**config.mk**
```make
export PLATFORM = sky130hd
export DESIGN_NAME = bsp_zone_splitter
export DESIGN_NICKNAME = d
export VERILOG_FILES = /design/src/rtl/bspz_pkg.sv /design/src/rtl/bspz_ctrl.sv /design/src/rtl/bspz_datapath.sv /design/src/rtl/bsp_zone_splitter.sv
export SDC_FILE = /design/constraint.sdc
export NUM_CORES = 2
export LEC_CHECK = 0
export BUFFER_PORTS_ARGS = -buffer_cell sky130_fd_sc_hd__buf_2
export CAP_MARGIN = 30
export CORE_MARGIN = 2
export CORE_UTILIZATION = 51
export CTS_CLUSTER_DIAMETER = 200
export CTS_CLUSTER_SIZE = 30
export DETAILED_ROUTE_END_ITERATION = 8
export GPL_TIMING_DRIVEN = 0
export HOLD_SLACK_MARGIN = 0.05
export PLACE_DENSITY = 0.63
export SETUP_SLACK_MARGIN = 0.15
export SLEW_MARGIN = 20
export SYNTH_ARGS = -nofsm -noshare
export SYNTH_HDL_FRONTEND = slang
export SYNTH_HIERARCHICAL = 1
export SYNTH_SLANG_ARGS = --single-unit
```
**constraint.sdc**
```tcl
create_clock -name clk -period 24.3 [get_ports clk]
set_clock_uncertainty 0.2 [all_clocks]
set_input_delay 4.86 -clock clk [delete_from_list [all_inputs] [get_ports clk]]
set_output_delay 4.86 -clock clk [all_outputs]
set_load 0.03 [all_outputs]
```
**src/rtl/bspz_pkg.sv**
```systemverilog
// bspz_pkg: shared types and constants of the BSP zone splitter.
// Used by bspz_ctrl, bspz_datapath and bsp_zone_splitter; no dependencies.
package bspz_pkg;

  localparam int DEF_MAX_WINDOWS     = 32;
  localparam int DEF_COORD_FRAC_BITS = 16;

  localparam int IN_W    = 6;   // window_count
  localparam int OUT_W   = 17;  // zone coordinates on the port
  localparam int RATIO_W = 16;  // Q0.16 split fraction

  localparam logic [RATIO_W-1:0] RATIO_LOW   = 16'd6554;   // 0.1
  localparam logic [RATIO_W-1:0] RATIO_HIGH  = 16'd58982;  // 0.9
  localparam logic [RATIO_W-1:0] RATIO_HALF  = 16'd32768;  // 0.5
  localparam logic [RATIO_W-1:0] RATIO_RESET = 16'd32768;

  typedef enum logic [2:0] {
    S_IDLE,
    S_INIT,
    S_READ,
    S_EVAL,
    S_NEAR,
    S_FAR
  } state_t;

  // controller -> datapath
  typedef struct packed {
    logic start;      // latch count and ratio, clear the queue
    logic push_root;  // write the whole square
    logic read;       // fetch the region at the head
    logic emit;       // leaf: pop and load the output register
    logic split;      // pop and multiply
    logic push_near;
    logic push_far;
  } cmd_t;

  // datapath -> controller
  typedef struct packed {
    logic count_nonzero;  // saturated input count is not zero
    logic leaf;           // fetched region holds one window
    logic last_region;    // fetched region is the only one live
    logic out_busy;       // output register holds an item not yet taken
  } status_t;

endpackage

```
**src/rtl/bspz_ctrl.sv**
```systemverilog
// bspz_ctrl: sequencer of the BSP zone splitter.
// Depends on bspz_pkg; drives cmd_t to bspz_datapath and reads status_t back.
module bspz_ctrl
  import bspz_pkg::*;
(
  input  logic    clk,
  input  logic    rst,
  input  logic    in_valid,
  output logic    in_ready,
  input  status_t status,
  output cmd_t    cmd
);

  state_t state, state_next;

  always_ff @(posedge clk) begin
    if (rst) begin
      state <= S_IDLE;
    end else begin
      state <= state_next;
    end
  end

  always_comb begin
    state_next = state;
    case (state)
      S_IDLE: begin
        if (in_valid && status.count_nonzero) begin
          state_next = S_INIT;
        end
      end
      S_INIT: state_next = S_READ;
      S_READ: state_next = S_EVAL;
      S_EVAL: begin
        if (!status.leaf) begin
          state_next = S_NEAR;
        end else if (!status.out_busy) begin
          state_next = status.last_region ? S_IDLE : S_READ;
        end
      end
      S_NEAR: state_next = S_FAR;
      S_FAR:  state_next = S_READ;
      default: state_next = S_IDLE;
    endcase
  end

  always_comb begin
    cmd      = '0;
    in_ready = 1'b0;
    case (state)
      S_IDLE: begin
        in_ready  = 1'b1;
        cmd.start = in_valid;
      end
      S_INIT: cmd.push_root = 1'b1;
      S_READ: cmd.read = 1'b1;
      S_EVAL: begin
        cmd.split = !status.leaf;
        cmd.emit  = status.leaf && !status.out_busy;
      end
      S_NEAR: cmd.push_near = 1'b1;
      S_FAR:  cmd.push_far = 1'b1;
      default: cmd = '0;
    endcase
  end

endmodule

```
**src/rtl/bspz_datapath.sv**
```systemverilog
// bspz_datapath: region queue, split arithmetic and output register.
// Depends on bspz_pkg; commanded by bspz_ctrl through cmd_t.
module bspz_datapath
  import bspz_pkg::*;
#(
  parameter int MAX_WINDOWS     = DEF_MAX_WINDOWS,
  parameter int COORD_FRAC_BITS = DEF_COORD_FRAC_BITS
) (
  input  logic               clk,
  input  logic               rst,
  input  logic [RATIO_W-1:0] cfg_wr_data,
  input  logic               cfg_wr_en,
  input  logic [IN_W-1:0]    window_count,
  input  cmd_t               cmd,
  output status_t            status,
  output logic               out_valid,
  input  logic               out_ready,
  output logic [OUT_W-1:0]   zone_x,
  output logic [OUT_W-1:0]   zone_y,
  output logic [OUT_W-1:0]   zone_w,
  output logic [OUT_W-1:0]   zone_h,
  output logic               last_zone
);

  localparam int COORD_W = COORD_FRAC_BITS + 1;
  localparam int IDX_W   = $clog2(MAX_WINDOWS);
  localparam int CNT_W   = $clog2(MAX_WINDOWS + 1);
  localparam int DEPTH_W = $clog2($clog2(MAX_WINDOWS) + 1);
  localparam int PROD_W  = COORD_W + RATIO_W;
  localparam int META_W  = DEPTH_W + CNT_W;

  localparam logic [COORD_W-1:0] ONE      = COORD_W'(1) << COORD_FRAC_BITS;
  localparam logic [IDX_W-1:0]   LAST_IDX = IDX_W'(MAX_WINDOWS - 1);

  // region queue
  logic [2*COORD_W-1:0] origin_q [MAX_WINDOWS];
  logic [2*COORD_W-1:0] size_q   [MAX_WINDOWS];
  logic [META_W-1:0]    meta_q   [MAX_WINDOWS];

  logic [RATIO_W-1:0] master_ratio;
  logic [RATIO_W-1:0] ratio0;
  logic [CNT_W-1:0]   count_lat;
  logic [IDX_W-1:0]   head, tail;
  logic [CNT_W-1:0]   live;

  logic [COORD_W-1:0] rd_x, rd_y, rd_w, rd_h;
  logic [DEPTH_W-1:0] rd_depth;
  logic [CNT_W-1:0]   rd_count;
  logic [PROD_W-1:0]  prod;
  logic [COORD_W-1:0] split;

  logic [CNT_W-1:0]     count_sat;
  logic [RATIO_W-1:0]   ratio_clamped;
  logic                 horiz;
  logic [COORD_W-1:0]   sel_size, sel_origin, split_next;
  logic [RATIO_W-1:0]   sel_ratio;
  logic                 wr_en;
  logic [2*COORD_W-1:0] wr_origin, wr_size;
  logic [META_W-1:0]    wr_meta;
  logic [CNT_W-1:0]     near_n;

  always_comb begin
    if (int'(window_count) > MAX_WINDOWS) begin
      count_sat = CNT_W'(MAX_WINDOWS);
    end else begin
      count_sat = CNT_W'(window_count);
    end
    if (master_ratio < RATIO_LOW) begin
      ratio_clamped = RATIO_LOW;
    end else if (master_ratio > RATIO_HIGH) begin
      ratio_clamped = RATIO_HIGH;
    end else begin
      ratio_clamped = master_ratio;
    end
  end

  // odd depths cut horizontally
  assign horiz      = rd_depth[0];
  assign sel_size   = horiz ? rd_h : rd_w;
  assign sel_origin = horiz ? rd_y : rd_x;
  assign sel_ratio  = (rd_depth == '0) ? ratio0 : RATIO_HALF;
  assign split_next = COORD_W'(sel_origin + prod[PROD_W-1:RATIO_W]);
  assign near_n     = rd_count >> 1;

  always_comb begin
    wr_en     = cmd.push_root | cmd.push_near | cmd.push_far;
    wr_origin = {rd_x, rd_y};
    wr_size   = {rd_w, rd_h};
    wr_meta   = {DEPTH_W'(rd_depth + 1'b1), near_n};
    if (cmd.push_root) begin
      wr_origin = '0;
      wr_size   = {ONE, ONE};
      wr_meta   = {{DEPTH_W{1'b0}}, count_lat};
    end else if (cmd.push_near) begin
      if (horiz) begin
        wr_size = {rd_w, COORD_W'(split_next - rd_y)};
      end else begin
        wr_size = {COORD_W'(split_next - rd_x), rd_h};
      end
    end else if (cmd.push_far) begin
      wr_meta = {DEPTH_W'(rd_depth + 1'b1), CNT_W'(rd_count - near_n)};
      if (horiz) begin
        wr_origin = {rd_x, split};
        wr_size   = {rd_w, COORD_W'(rd_y + rd_h - split)};
      end else begin
        wr_origin = {split, rd_y};
        wr_size   = {COORD_W'(rd_x + rd_w - split), rd_h};
      end
    end
  end

  // queue memory: one write, one registered read
  always_ff @(posedge clk) begin
    if (wr_en) begin
      origin_q[tail] <= wr_origin;
      size_q[tail]   <= wr_size;
      meta_q[tail]   <= wr_meta;
    end
    if (cmd.read) begin
      {rd_x, rd_y}         <= origin_q[head];
      {rd_w, rd_h}         <= size_q[head];
      {rd_depth, rd_count} <= meta_q[head];
    end
  end

  always_ff @(posedge clk) begin
    if (cmd.split) begin
      prod <= PROD_W'(sel_size) * PROD_W'(sel_ratio);
    end
    if (cmd.push_near) begin
      split <= split_next;
    end
    if (cmd.start) begin
      ratio0    <= ratio_clamped;
      count_lat <= count_sat;
    end
  end

  always_ff @(posedge clk) begin
    if (rst) begin
      master_ratio <= RATIO_RESET;
      head         <= '0;
      tail         <= '0;
      live         <= '0;
    end else begin
      if (cfg_wr_en) begin
        master_ratio <= cfg_wr_data;
      end
      if (cmd.start) begin
        head <= '0;
        tail <= '0;
        live <= '0;
      end else begin
        if (wr_en) begin
          tail <= (tail == LAST_IDX) ? '0 : IDX_W'(tail + 1'b1);
        end
        if (cmd.emit || cmd.split) begin
          head <= (head == LAST_IDX) ? '0 : IDX_W'(head + 1'b1);
        end
        if (wr_en && !(cmd.emit || cmd.split)) begin
          live <= CNT_W'(live + 1'b1);
        end else if (!wr_en && (cmd.emit || cmd.split)) begin
          live <= CNT_W'(live - 1'b1);
        end
      end
    end
  end

  // output register
  always_ff @(posedge clk) begin
    if (rst) begin
      out_valid <= 1'b0;
    end else if (cmd.emit) begin
      out_valid <= 1'b1;
    end else if (out_ready) begin
      out_valid <= 1'b0;
    end
  end

  always_ff @(posedge clk) begin
    if (cmd.emit) begin
      zone_x    <= OUT_W'(rd_x);
      zone_y    <= OUT_W'(rd_y);
      zone_w    <= OUT_W'(rd_w);
      zone_h    <= OUT_W'(rd_h);
      last_zone <= (live == CNT_W'(1));
    end
  end

  assign status.count_nonzero = (count_sat != '0);
  assign status.leaf          = (rd_count <= CNT_W'(1));
  assign status.last_region   = (live == CNT_W'(1));
  assign status.out_busy      = out_valid && !out_ready;

endmodule

```
**src/rtl/bsp_zone_splitter.sv**
```systemverilog
// bsp_zone_splitter: top level, splits the unit square into zones by BSP.
// Depends on bspz_pkg, bspz_ctrl and bspz_datapath.
//
//   channel  handshake             payload
//   in       in_valid/in_ready     window_count
//   out      out_valid/out_ready   zone_x zone_y zone_w zone_h last_zone
//   cfg      cfg_wr_en             cfg_wr_data (master_ratio)
//
// For each region of a request the sequencer passes S_READ and S_EVAL;
// a split adds S_NEAR and S_FAR, as the region queue has a single write
// port (two pushes per split); S_READ comes first since its read is
// registered. A count of zero is accepted in S_IDLE and yields no zones.
// Reset is synchronous; the queue needs no clearing. A stalled output holds
// the sequencer on the next leaf; the next item is taken once the last zone
// is in the output register.
module bsp_zone_splitter
  import bspz_pkg::*;
#(
  parameter int MAX_WINDOWS     = DEF_MAX_WINDOWS,
  parameter int COORD_FRAC_BITS = DEF_COORD_FRAC_BITS
) (
  input  logic               clk,
  input  logic               rst,
  input  logic               cfg_wr_en,
  input  logic [RATIO_W-1:0] cfg_wr_data,
  input  logic               in_valid,
  output logic               in_ready,
  input  logic [IN_W-1:0]    window_count,
  output logic               out_valid,
  input  logic               out_ready,
  output logic [OUT_W-1:0]   zone_x,
  output logic [OUT_W-1:0]   zone_y,
  output logic [OUT_W-1:0]   zone_w,
  output logic [OUT_W-1:0]   zone_h,
  output logic               last_zone
);

  cmd_t    cmd;
  status_t status;

  bspz_ctrl u_ctrl (
    .clk      (clk),
    .rst      (rst),
    .in_valid (in_valid),
    .in_ready (in_ready),
    .status   (status),
    .cmd      (cmd)
  );

  bspz_datapath #(
    .MAX_WINDOWS     (MAX_WINDOWS),
    .COORD_FRAC_BITS (COORD_FRAC_BITS)
  ) u_datapath (
    .clk          (clk),
    .rst          (rst),
    .cfg_wr_data  (cfg_wr_data),
    .cfg_wr_en    (cfg_wr_en),
    .window_count (window_count),
    .cmd          (cmd),
    .status       (status),
    .out_valid    (out_valid),
    .out_ready    (out_ready),
    .zone_x       (zone_x),
    .zone_y       (zone_y),
    .zone_w       (zone_w),
    .zone_h       (zone_h),
    .last_zone    (last_zone)
  );

endmodule
```
==> results_tabular.tex <==
\begin{tabular}{lr}
\hline
Metric & Value \\
\hline
\multicolumn{2}{l}{\textbf{Final layout}} \\
Layout cells sized above 1 & 0.2484 \\
Most common cell after layout, fill and taps aside & edfxtp\_1 \\
Most frequent cells in the layout & edfxtp\_1 (2,666), mux4\_2 (770), inv\_1 (388) \\
Net count reported at finish & roughly 7,000 \\
Biggest regs & u\_datapath/origin\_q x1088, u\_datapath/size\_q x1088, u\_datapath/meta\_q x288 \\
Layout Area Growth over Synthesis & 11.59\% \\
Filler cells & 16,898 \\
\multicolumn{2}{l}{\textbf{Synthesis}} \\
Nets in the synthesized netlist & approximately 6,500 \\
Count of unique library cells instantiated by Yosys & between 80 and 90 \\
Gate count of the mapped netlist & approximately 6,000 \\
Share of flip-flops with an asynchronous set or reset & 0 \\
EDFF count, synth & around 2,700 \\
Per-instance average area after synthesis & between 15 and 20 sq um \\
Synthesized cell area & roughly 0.12 sq mm \\
Yosys synthesis warning count & 6 \\
Primary FF master, synth & edfxtp\_1 \\
\#FFs+latches synth & between 2,000 and 3,000 \\
Portion of the post-synthesis area used by sequential elements & 0.6952 \\
\multicolumn{2}{l}{\textbf{Die}} \\
Number of ports placed on the die boundary & 98 \\
Total die area & 0.2317 sq mm \\
Die Span X & 481.3 microns \\
Core Box Area & about 0.23 sq mm \\
Y dimension of the die & approximately 480 microns \\
Rows & 175 \\
Starting utilization of the core area & 0.5118 \\
\multicolumn{2}{l}{\textbf{Routing}} \\
Length of the first detailed-routing pass in iterations & 6 \\
Number of antenna-violating nets in the routed design & 0 \\
Routed wirelength normalized by instance count & between 30 and 40 microns \\
Violation count after the first detailed-routing iteration & just over 8,000 \\
DRC violations left & 0 \\
Detailed-routing wirelength on met1 & about 140,000 microns \\
Total vias in the final route & 61,025 \\
Final Routed Wirelength & 334,700 microns \\
DR WL met3 & 27,320 microns \\
Average via count per standard cell & $\sim$6.4 \\
Top metal layer carrying routed signals & met5 \\
Wire length on met2 & between 150,000 and 200,000 microns \\
\multicolumn{2}{l}{\textbf{Run status}} \\
Result of the run & complete, no violations \\
\multicolumn{2}{l}{\textbf{Clock network}} \\
Clock-pin slew on the worst setup and hold paths & around 0.12 ns \\
Total of cells resized after clock tree synthesis & 0 \\
Root cell of the clock tree & clkbuf\_16 \\
Clock buffers created by TritonCTS & 100 \\
Clock Sinks & 2,702 \\
Bufs on Longest Clock Path & 3 \\
Clock latency at the later pin of the worst-skew pair & 0.86 ns \\
Number of H-tree branching levels & 3 \\
Hold\_buf cts & 0 \\
Post-CTS Setup Repair Bufs & 0 \\
Clock tree from TritonCTS & built \\
\multicolumn{2}{l}{\textbf{STA}} \\
Final Hold Viols & 0 \\
Setup-failing EPs final & 0 \\
Final critical-path required period & around 11 ns \\
Maximum clock frequency & 0.09326 GHz \\
Fin. max-slew vios & 0 \\
Worst-case hold slack & $\sim$0.33 ns \\
Worst slew margin relative to its limit & 0.2786 \\
Slew at the pin closest to its max-slew limit & 1.077 ns \\
RSZ-0062 raised after global routing & false \\
Post-route fraction of the period consumed by the critical path & 0.4413 \\
Setup Total Neg Slack & 0 ns \\
\multicolumn{2}{l}{\textbf{Place}} \\
HPWL Detailed & $\sim$250,000 microns \\
IO buf count & 96 \\
Weighted congestion reported at the end of routability-driven placement & 0.9430 \\
\multicolumn{2}{l}{\textbf{Worst setup path}} \\
Element type at the critical path end & flop \\
Critical Path Fanout Max & 10 \\
Dominant cell type by count on the critical path & fa\_1 \\
Delay of the slowest cell on the worst path & 0.65 ns \\
CP Data Arrival Time & 11.13 ns \\
Cell type of the slowest stage on the worst timing path & clkbuf\_1 \\
Data required, critical path & 24.71 ns \\
Critical Path Start Type & flop \\
Start-to-end type of the worst setup path & reg2reg \\
\multicolumn{2}{l}{\textbf{Pwr}} \\
Leak & between 40 and 50 nW \\
Switching Fraction & 0.2492 \\
Clock network power share & 0.247 \\
PD cells & 66.62 mW/mm\^{}2 \\
Proportion of power drawn by combinational gates & 0.133 \\
Sequential fraction of design power & 0.621 \\
Switching component of the power & $\sim$0.0022 W \\
Worst-case vdd ir drop & roughly 0.063 mV \\
Internal portion of total power & around 0.0065 W \\
\multicolumn{2}{l}{\textbf{Global route}} \\
Antenna violations before repair & 24 \\
Largest net degree at the start of global routing & 33 \\
Overflow left after global routing & 0 \\
Via count of the first global-routing pass & roughly 61,000 \\
Global-route wire length before repair & about 470,000 microns \\
GRT Resource Usage Total & 0.2919 \\
\multicolumn{2}{l}{\textbf{Min path}} \\
Worst hold path class & reg2reg \\
\multicolumn{2}{l}{\textbf{Flow run}} \\
Max-cap check violation count & 0 \\
\hline
\end{tabular}
-- Yosys cell counts (all sizes together) (9+ instances only) --
| master | n | area (sq um) |
|---|---|---|
| edfxtp | 2666 | 80060 |
| mux4 | 770 | 17340 |
| inv | 388 | 1456 |
| nand2 | 336 | 1261 |
| nor2 | 257 | 964.7 |
| fa | 243 | 4865 |
| ha | 207 | 2590 |
| clkbuf | 184 | 691.9 |
| a21oi | 130 | 658.1 |
| o21ai | 102 | 514.3 |
| buf | 87 | 411.7 |
| mux2 | 80 | 900.9 |
| xnor2 | 56 | 490.5 |
| dfxtp | 36 | 720.7 |
| a211oi | 27 | 202.7 |
| mux2i | 26 | 260.3 |
| nor3 | 26 | 135.1 |
| xor2 | 24 | 210.2 |
| and2 | 22 | 137.6 |
| nand3 | 22 | 110.1 |
| a31oi | 21 | 131.4 |
| a21boi | 20 | 153.9 |
| a21o | 20 | 150.1 |
| nor2b | 20 | 125.1 |
| o21a | 19 | 142.6 |
| o211ai | 14 | 118.9 |
| nand2b | 13 | 83.83 |
| a221oi | 12 | 105.1 |
| nand4 | 12 | 75.07 |
| and3 | 11 | 68.82 |
| or3 | 11 | 68.82 |
| o21bai | 10 | 78.82 |
| a311oi | 9 | 78.83 |
-- layout make-up --
cell class	count	area, sq um	area share
diodes	3	7.507	0.00005790
plain buffers	271	1151	0.008877
clock buffers	118	2570	0.01982
clock inverters	10	137.6	0.001061
inverters	388	1456	0.01123
multi-input cells	2616	33810	0.2608
flip-flops and latches	2702	80780	0.6230
well taps	3009	3765	0.02903
repair buffers	409	5988	0.04618
-- layer usage --
layer | vias to the layer above | global-route usage
met3 | 419 | 0.03851
met4 | 4 | 0.09220
met2 | 2837 | 0.4680
met1 | 33237 | 0.4214
li1 | 24528 | -
met5 | - | 0
-- power by group through the flow --
stage / Sequential (W) / Combinational, W / Clock, W
global route: 0.00536 / 0.00124 / 0.00231
floorplan: 0.00544 / 0.000693 / 0
global placement: 0.00550 / 0.00100 / 0
finish: 0.00536 / 0.00115 / 0.00213
CTS: 0.00536 / 0.00114 / 0.00217
detailed placement: 0.00547 / 0.00113 / 0
-- worst max-delay path: cells and delay by family, from the launching register on --
kind | cells | cell delay [ns]
and+or+nand+nor | 3 | 0.53
adders and majority gates | 8 | 3.82
DFF | 1 | 0.56
AOI/OAI and AO/OA | 8 | 2.22
buffers and inverters | 10 | 3.17
-- stage by stage --
step	cells	total power, W	worst slack [ns]	utilization	area [sq um]
CTS	9515	0.008667	13.63	0.5707	129600
floorplan	5977	0.006132	11.63	-	116200
global placement	9082	0.006501	2.473	0.5304	120400
detailed placement	9387	0.006590	13.74	0.5588	126900
finish	9526	0.008638	13.58	0.5711	129700
global route	9524	0.008919	13.04	0.5710	129700
-- cell families after synthesis --
kind of cell               count (synthesis)  share of synthesized area
xor gates and xnor gates                  81                   0.006224
buffers and inverters                    659                    0.02203
muxes                                    876                     0.1592
adders and majority gates                450                    0.06415
and+or+nand+nor                          770                    0.02872
AOI/OAI and AO/OA                        439                    0.02448
DFF                                     2702                     0.6952
-- path summary, 6_finish.rpt --
check	from	endpoint	slack, ns	cells after the start
setup / recovery	u_datapath/rd_depth[0]$_DFFE_PP_	u_datapath/prod[32]$_DFFE_PP_	13.58	29
hold / removal	u_datapath/live[5]$_SDFFE_PP0P_	u_datapath/live[5]$_SDFFE_PP0P_	0.33	2
hold reg to reg	u_datapath/live[5]$_SDFFE_PP0P_	u_datapath/live[5]$_SDFFE_PP0P_	0.33	2
setup reg to reg	u_datapath/rd_depth[0]$_DFFE_PP_	u_datapath/prod[32]$_DFFE_PP_	13.58	29
Note: power is estimated with default switching activity, not from simulation.
